==> src/rtl/mfsw_pkg.sv <==
package mfsw_pkg;

   localparam int MAX_WIDTH  = 1024;
   localparam int MAX_HEIGHT = 1024;
   localparam int MAX_KERNEL = 7;

   localparam int PIX_W  = 8;
   localparam int KSZ_W  = 3;
   localparam int DIM_W  = 11;
   localparam int COL_W  = $clog2(MAX_WIDTH);
   localparam int ROW_W  = $clog2(MAX_HEIGHT);
   localparam int BANK_W = $clog2(MAX_KERNEL);
   localparam int WIN_N  = MAX_KERNEL * MAX_KERNEL;
   localparam int CNT_W  = $clog2(WIN_N + 1);
   localparam int LAG_W  = $clog2((MAX_KERNEL / 2) * MAX_WIDTH + MAX_KERNEL / 2 + 1);
   localparam int CSR_IDX_W = 2;

   localparam logic [KSZ_W-1:0] KERNEL_RESET = KSZ_W'(3);
   localparam logic [DIM_W-1:0] WIDTH_RESET  = DIM_W'(1024);
   localparam logic [DIM_W-1:0] HEIGHT_RESET = DIM_W'(1024);

   localparam logic MODE_PIXEL = 1'b0;
   localparam logic MODE_FLUSH = 1'b1;

   typedef enum logic [CSR_IDX_W-1:0] {
      CSR_KERNEL = 2'd0,
      CSR_WIDTH  = 2'd1,
      CSR_HEIGHT = 2'd2
   } csr_idx_type;

   // RAM side of one accepted word
   typedef struct packed {
      logic             wr;
      logic [BANK_W-1:0] wbank;
      logic [COL_W-1:0] waddr;
      logic [PIX_W-1:0] pix;
      logic [COL_W-1:0] laddr;
      logic [COL_W-1:0] caddr;
   } mem_ctl_type;

   // output step handed to the window stage
   typedef struct packed {
      logic             valid;
      logic             eof;
      logic             pass;
      logic             lag0;
      logic             fwd;
      logic [BANK_W-1:0] lbank;
      logic [BANK_W-1:0] cbank;
      logic [KSZ_W-1:0] k;
      logic [PIX_W-1:0] pix;
   } step_type;

   // tag travelling along the median pipeline
   typedef struct packed {
      logic             valid;
      logic             eof;
      logic             pass;
      logic [KSZ_W-1:0] k;
      logic [PIX_W-1:0] center;
   } med_tag_type;

   function automatic logic [DIM_W-1:0] clamp_dim(input logic [DIM_W-1:0] v,
                                                  input int hi);
      if (v == '0) return DIM_W'(1);
      if (int'(v) > hi) return DIM_W'(hi);
      return v;
   endfunction

   // x < 3*MAX_KERNEL
   function automatic logic [BANK_W-1:0] bank_mod(input logic [BANK_W+1:0] x);
      logic [BANK_W+1:0] v;
      v = x;
      for (int s = 0; s < 3; s++) begin
         if (v >= (BANK_W+2)'(MAX_KERNEL)) v = v - (BANK_W+2)'(MAX_KERNEL);
      end
      return v[BANK_W-1:0];
   endfunction

   function automatic logic [BANK_W-1:0] bank_next(input logic [BANK_W-1:0] b);
      if (b == BANK_W'(MAX_KERNEL - 1)) return '0;
      return b + BANK_W'(1);
   endfunction

   function automatic logic [CNT_W-1:0] half_idx(input logic [KSZ_W-1:0] k);
      return CNT_W'((int'(k) * int'(k)) / 2);
   endfunction

endpackage

==> src/rtl/mfsw_ctrl.sv <==
module mfsw_ctrl import mfsw_pkg::*; (
   input  logic                 clock,
   input  logic                 reset,
   input  logic                 csr_we,
   input  logic [CSR_IDX_W-1:0] csr_index,
   input  logic [DIM_W-1:0]     csr_wdata,
   input  logic                 fire,
   input  logic                 mode,
   input  logic [PIX_W-1:0]     pixel,
   output step_type             step,
   output mem_ctl_type          mem
);

   logic [KSZ_W-1:0]  k_cfg_ff, cur_k_ff;
   logic [DIM_W-1:0]  w_cfg_ff, h_cfg_ff, cur_w_ff, cur_h_ff;
   logic              open_ff, done_ff;
   logic [ROW_W-1:0]  ii_ff, oi_ff;
   logic [COL_W-1:0]  ij_ff, oj_ff, lj_ff;
   logic [BANK_W-1:0] ib_ff, ob_ff, lb_ff;
   logic [LAG_W-1:0]  diff_ff;

   logic              pix_in, start, filt, wr, emit, in_last, out_last, pass;
   logic [KSZ_W-1:0]  k_e, o_e;
   logic [DIM_W-1:0]  w_e, h_e;
   logic [LAG_W-1:0]  lag;
   logic [COL_W-1:0]  lj_e;

   always_ff @(posedge clock) begin
      if (reset) begin
         k_cfg_ff <= KERNEL_RESET;
         w_cfg_ff <= WIDTH_RESET;
         h_cfg_ff <= HEIGHT_RESET;
      end else if (csr_we) begin
         case (csr_idx_type'(csr_index))
            CSR_KERNEL: k_cfg_ff <= csr_wdata[KSZ_W-1:0];
            CSR_WIDTH:  w_cfg_ff <= csr_wdata;
            CSR_HEIGHT: h_cfg_ff <= csr_wdata;
            default: ;
         endcase
      end
   end

   always_comb begin
      pix_in = fire && (mode == MODE_PIXEL);
      start  = pix_in && !open_ff;
      k_e    = start ? k_cfg_ff : cur_k_ff;
      w_e    = start ? clamp_dim(w_cfg_ff, MAX_WIDTH) : cur_w_ff;
      h_e    = start ? clamp_dim(h_cfg_ff, MAX_HEIGHT) : cur_h_ff;
      filt   = k_e[0] && ({1'b0, k_e} <= (KSZ_W+1)'(MAX_KERNEL));
      o_e    = filt ? (k_e >> 1) : '0;
      lag    = LAG_W'(o_e) * LAG_W'(w_e) + LAG_W'(o_e);
      lj_e   = start ? COL_W'(o_e) : lj_ff;
      wr     = pix_in && !done_ff;
      emit   = (wr && (diff_ff >= lag)) || (fire && done_ff);
      in_last  = ({1'b0, ii_ff} == h_e - DIM_W'(1)) && ({1'b0, ij_ff} == w_e - DIM_W'(1));
      out_last = ({1'b0, oi_ff} == h_e - DIM_W'(1)) && ({1'b0, oj_ff} == w_e - DIM_W'(1));
      pass   = !filt
            || (DIM_W'(oi_ff) < DIM_W'(o_e)) || (DIM_W'(oj_ff) < DIM_W'(o_e))
            || (DIM_W'(oi_ff) + DIM_W'(o_e) >= h_e)
            || (DIM_W'(oj_ff) + DIM_W'(o_e) >= w_e);

      step.valid = emit;
      step.eof   = emit && out_last;
      step.pass  = pass;
      step.lag0  = (lag == '0);
      step.fwd   = wr;
      step.lbank = lb_ff;
      step.cbank = ob_ff;
      step.k     = k_e;
      step.pix   = pixel;

      mem.wr    = wr;
      mem.wbank = ib_ff;
      mem.waddr = ij_ff;
      mem.pix   = pixel;
      mem.laddr = lj_e;
      mem.caddr = oj_ff;
   end

   always_ff @(posedge clock) begin
      if (reset) begin
         cur_k_ff <= KERNEL_RESET;
         cur_w_ff <= WIDTH_RESET;
         cur_h_ff <= HEIGHT_RESET;
         open_ff  <= 1'b0;
         done_ff  <= 1'b0;
         ii_ff <= '0; ij_ff <= '0; ib_ff <= '0;
         oi_ff <= '0; oj_ff <= '0; ob_ff <= '0;
         lj_ff <= '0; lb_ff <= '0;
         diff_ff <= '0;
      end else begin
         if (start) begin
            cur_k_ff <= k_e;
            cur_w_ff <= w_e;
            cur_h_ff <= h_e;
            open_ff  <= 1'b1;
         end
         if (wr) begin
            if ({1'b0, ij_ff} == w_e - DIM_W'(1)) begin
               ij_ff <= '0;
               ii_ff <= ii_ff + ROW_W'(1);
               ib_ff <= bank_next(ib_ff);
            end else begin
               ij_ff <= ij_ff + COL_W'(1);
            end
            if (in_last) done_ff <= 1'b1;
         end
         if (emit) begin
            if ({1'b0, oj_ff} == w_e - DIM_W'(1)) begin
               oj_ff <= '0;
               oi_ff <= oi_ff + ROW_W'(1);
               ob_ff <= bank_next(ob_ff);
            end else begin
               oj_ff <= oj_ff + COL_W'(1);
            end
            if (DIM_W'(lj_e) >= w_e - DIM_W'(1)) begin
               lj_ff <= '0;
               lb_ff <= bank_next(lb_ff);
            end else begin
               lj_ff <= lj_e + COL_W'(1);
            end
         end else begin
            lj_ff <= lj_e;
         end
         if (wr && !emit) diff_ff <= diff_ff + LAG_W'(1);
         else if (!wr && emit) diff_ff <= diff_ff - LAG_W'(1);
         if (emit && out_last) begin
            open_ff <= 1'b0;
            done_ff <= 1'b0;
            ii_ff <= '0; ij_ff <= '0; ib_ff <= '0;
            oi_ff <= '0; oj_ff <= '0; ob_ff <= '0;
            lj_ff <= '0; lb_ff <= '0;
            diff_ff <= '0;
         end
      end
   end

`ifndef SYNTHESIS
   a_bank_range: assert property (@(posedge clock) disable iff (reset)
      (ib_ff < BANK_W'(MAX_KERNEL)) && (ob_ff < BANK_W'(MAX_KERNEL))
      && (lb_ff < BANK_W'(MAX_KERNEL)))
      else $error("row bank counter out of range");
   a_frame_close: assert property (@(posedge clock) disable iff (reset)
      step.eof |=> !open_ff && !done_ff)
      else $error("frame not closed after last word");
   a_no_write_done: assert property (@(posedge clock) disable iff (reset)
      done_ff |-> !mem.wr)
      else $error("row store written after frame complete");
`endif

endmodule

==> config.mk <==
export PLATFORM = sky130hd
export DESIGN_NAME = mfsw_ctrl
export DESIGN_NICKNAME = d
export VERILOG_FILES = /design/src/rtl/mfsw_pkg.sv /design/src/rtl/mfsw_ctrl.sv
export SDC_FILE = /design/constraint.sdc
export NUM_CORES = 1
export LEC_CHECK = 0
export BUFFER_PORTS_ARGS = -buffer_cell sky130_fd_sc_hd__buf_2
export CELL_PAD_IN_SITES_DETAIL_PLACEMENT = 0
export CELL_PAD_IN_SITES_GLOBAL_PLACEMENT = 1
export CORE_ASPECT_RATIO = 0.7
export CORE_MARGIN = 4
export CORE_UTILIZATION = 45
export DETAILED_ROUTE_END_ITERATION = 10
export HOLD_SLACK_MARGIN = 0.12
export PLACE_DENSITY = 0.87
export SYNTH_ARGS = -nofsm -noshare
export SYNTH_HDL_FRONTEND = slang
export SYNTH_SLANG_ARGS = --single-unit
==> constraint.sdc <==
create_clock -name clock -period 21.4 [get_ports clock]
set_clock_uncertainty 0.1 [all_clocks]
set_input_delay 1.07 -clock clock [delete_from_list [all_inputs] [get_ports clock]]
set_output_delay 1.07 -clock clock [all_outputs]
set_load 0.02 [all_outputs]
==> metrics.csv <==
metric,value,unit
crit_start,mode,
insertion_delay,0.43,ns
die_w,180,um
start_util,0.465,
drv_cap,0,
min_from,cur_w_ff[10],
startpoint_type,input pin,
synth_edf_count,0,
wl,25.2,mm
power.total,0.000734,W
core_area,0.0201,mm^2
viasPerCell,5.58,
grt_max_degree,46,
areaGrowthSynthToFinish,10.3,%
track_usage,0.218,
hold_viol,0,
grt_pass1_vias,7446,
vias,7871,
port_buffers,65,
peakVddDrop,0.0559,mV
crit_type,input pin to flip-flop,
yosysMostFrequentCell,nor2_1,
path_clk_slew,0.06,ns
gp_congestion,0.915,
yosysWarnings,0,
crit_slowest_cell,clkinv_1,
final_util,0.513,
syn-instance-count,1107,
final_nets,1248,
critPathCaptureType,flip-flop,
synth_top_area_cell,dfxtp_1,
synthFlopType,dfxtp_1,
antenna_found_initial,0,
fillers,1911,
min_path_type,flip-flop to flip-flop,
r2r-start,open_ff,
setup_viol,0,
cts.sink_count,123,
cts_buffers,17,
tightest_slew,1.06,ns
cp_max_fo,31,
syn_area_per_cell,8.43,um^2
period_minus_slack,9.64,ns
post-route-drc-count,0,
cts_setup_buffers,0,
row_count,43,
synth_area_leaders,"dfxtp_1 26%, ha_1 12%, xnor2_1 6.3%, nor2_1 5.7%, mux2i_1 5.0%",
top_layer,met4,
cpPeakStageDelay,0.63,ns
wl_met3,1.75,mm
grt_pass1_wl,40.6,mm
cp_common_cell,nor2_1,
fin_crit_sh,0.451,
crit_required,21.60,ns
yosysSeqAreaShare,0.264,
max_slew_margin,0.292,
wl_per_cell,17.9,um
drive_gt1_frac,0.115,
syn-num-nets,1227,
ctsRootBufferMaster,clkbuf_16,
hpwlAfterDp,18.7,mm
ys_ff_latch,123,
post_dp_cell_area,0.00968,mm^2
postLayoutCellArea,0.0103,mm^2
cts.path.max_buffers,2,
die_area,0.0231,mm^2
drt_pre_antenna_iters,5,
io_pins,90,
netlist_area,0.00933,mm^2
cts-htree-levels,4,
multi_input_area,0.00632,mm^2
met1_length,12.4,mm
dr_wl_met2,10.6,mm
drv_slew,0,
yosysUniqueCellTypes,77,
cts_tree,built,
diodes,0,
worstPathArrival,9.84,ns
seq_area,0.00246,mm^2
synth_top_area_share,0.264,
cts_resized,0,
status,finished clean,
setup_tns,0,ns
fmax,104,MHz
gr-total-overflow,0,
antenna_left,0,
synth_common_cells,"142 x nor2_1, 123 x dfxtp_1, 89 x ha_1, 67 x nand2_1, 67 x xnor2_1",
die_h,128,um
drt_iter0_drc,543,
power_density,71.3,mW/mm^2
hold_buffers,0,
rsz0062_at_grt,no,
p_leak,4.57,nW
ys_async_sr_fraction,0,
==> stage by stage <==
step                hold WS, ns  cells  setup WS [ns]
floorplan                 0.353   1107          12.13
global placement          0.356   1379          11.74
detailed placement        0.359   1379          11.40
CTS                       0.373   1410          11.85
global route              0.440   1410          11.11
finish                    0.369   1410          11.76
==> flip-flops by register name (all words and copies together), names as in the netlist <==
register  flops
lj_ff        10
cur_h_ff     11
ij_ff        10
k_cfg_ff      3
diff_ff      12
w_cfg_ff     11
oi_ff        10
cur_k_ff      3
oj_ff        10
ib_ff         3
open_ff       1
ii_ff        10
done_ff       1
ob_ff         3
lb_ff         3
h_cfg_ff     11
cur_w_ff     11
==> cell usage in the layout, fill, tap and decap left out, drive strengths merged, types with 12 or more instances in the layout <==
cell type,count
a21oi,68
dfxtp,123
nor3,40
nand4,13
o21ai,32
clkbuf,19
nor2b,15
mux2i,50
xnor3,13
xor2,34
buf,73
nor2,143
ha,89
inv,49
o21a,13
a21o,12
nor4,15
nand3,32
nand2,67
xnor2,67
or3,16
and2,14
==> metal layers <==
layer  global-route usage  vias up
met5                    0        -
met1                0.311     3688
li1                     -     3935
met2                0.326      215
met4               0.0640        0
met3               0.0585       33
==> path summary, 6_finish.rpt <==
check | to | slack (ns) | depth (start not counted)
max | diff_ff[11] | 11.76 | 37
max reg2reg | diff_ff[11] | 12.16 | 36
min reg2reg | cur_w_ff[10] | 0.37 | 2
min | cur_w_ff[10] | 0.37 | 2
==> kinds of logic (layout without fill, tap and decap cells) <==
| logic type | after synthesis | in the layout | share of synthesized area |
|---|---|---|---|
| mux | 56 | 56 | 0.0621 |
| fa+ha+maj | 94 | 94 | 0.130 |
| buf+inv | 118 | 151 | 0.0598 |
| flops | 123 | 123 | 0.264 |
| xor+xnor | 114 | 114 | 0.126 |
| simple gates | 413 | 413 | 0.226 |
| compound gates | 189 | 189 | 0.132 |
==> critical path: cells and delay by family <==
family / cells / cell delay, ns
fa+ha+maj: 6 / 2.32
compound gates: 13 / 2.42
mux: 2 / 0.51
buf+inv: 7 / 2.16
xor+xnor: 2 / 0.34
simple gates: 7 / 0.98
==> report_power, final <==
part | internal (W) | leakage [nW] | switching [W] | total [W]
sequential | 0.000241 | 0.995 | 0.0000139 | 0.000255
clock | 0.000187 | 0.290 | 0.000118 | 0.000305
combinational | 0.0000782 | 3.28 | 0.0000962 | 0.000174
==> cell type report <==
cell class                 instances  area share
timing repair buffer              73      0.0375
clock inverter                    12      0.0158
inverter                          47      0.0174
sequential                       123       0.239
multi-input combinational        866       0.614
tap                              270      0.0328
clock buffer                      19      0.0430
Note: power is estimated with default switching activity, not from simulation.
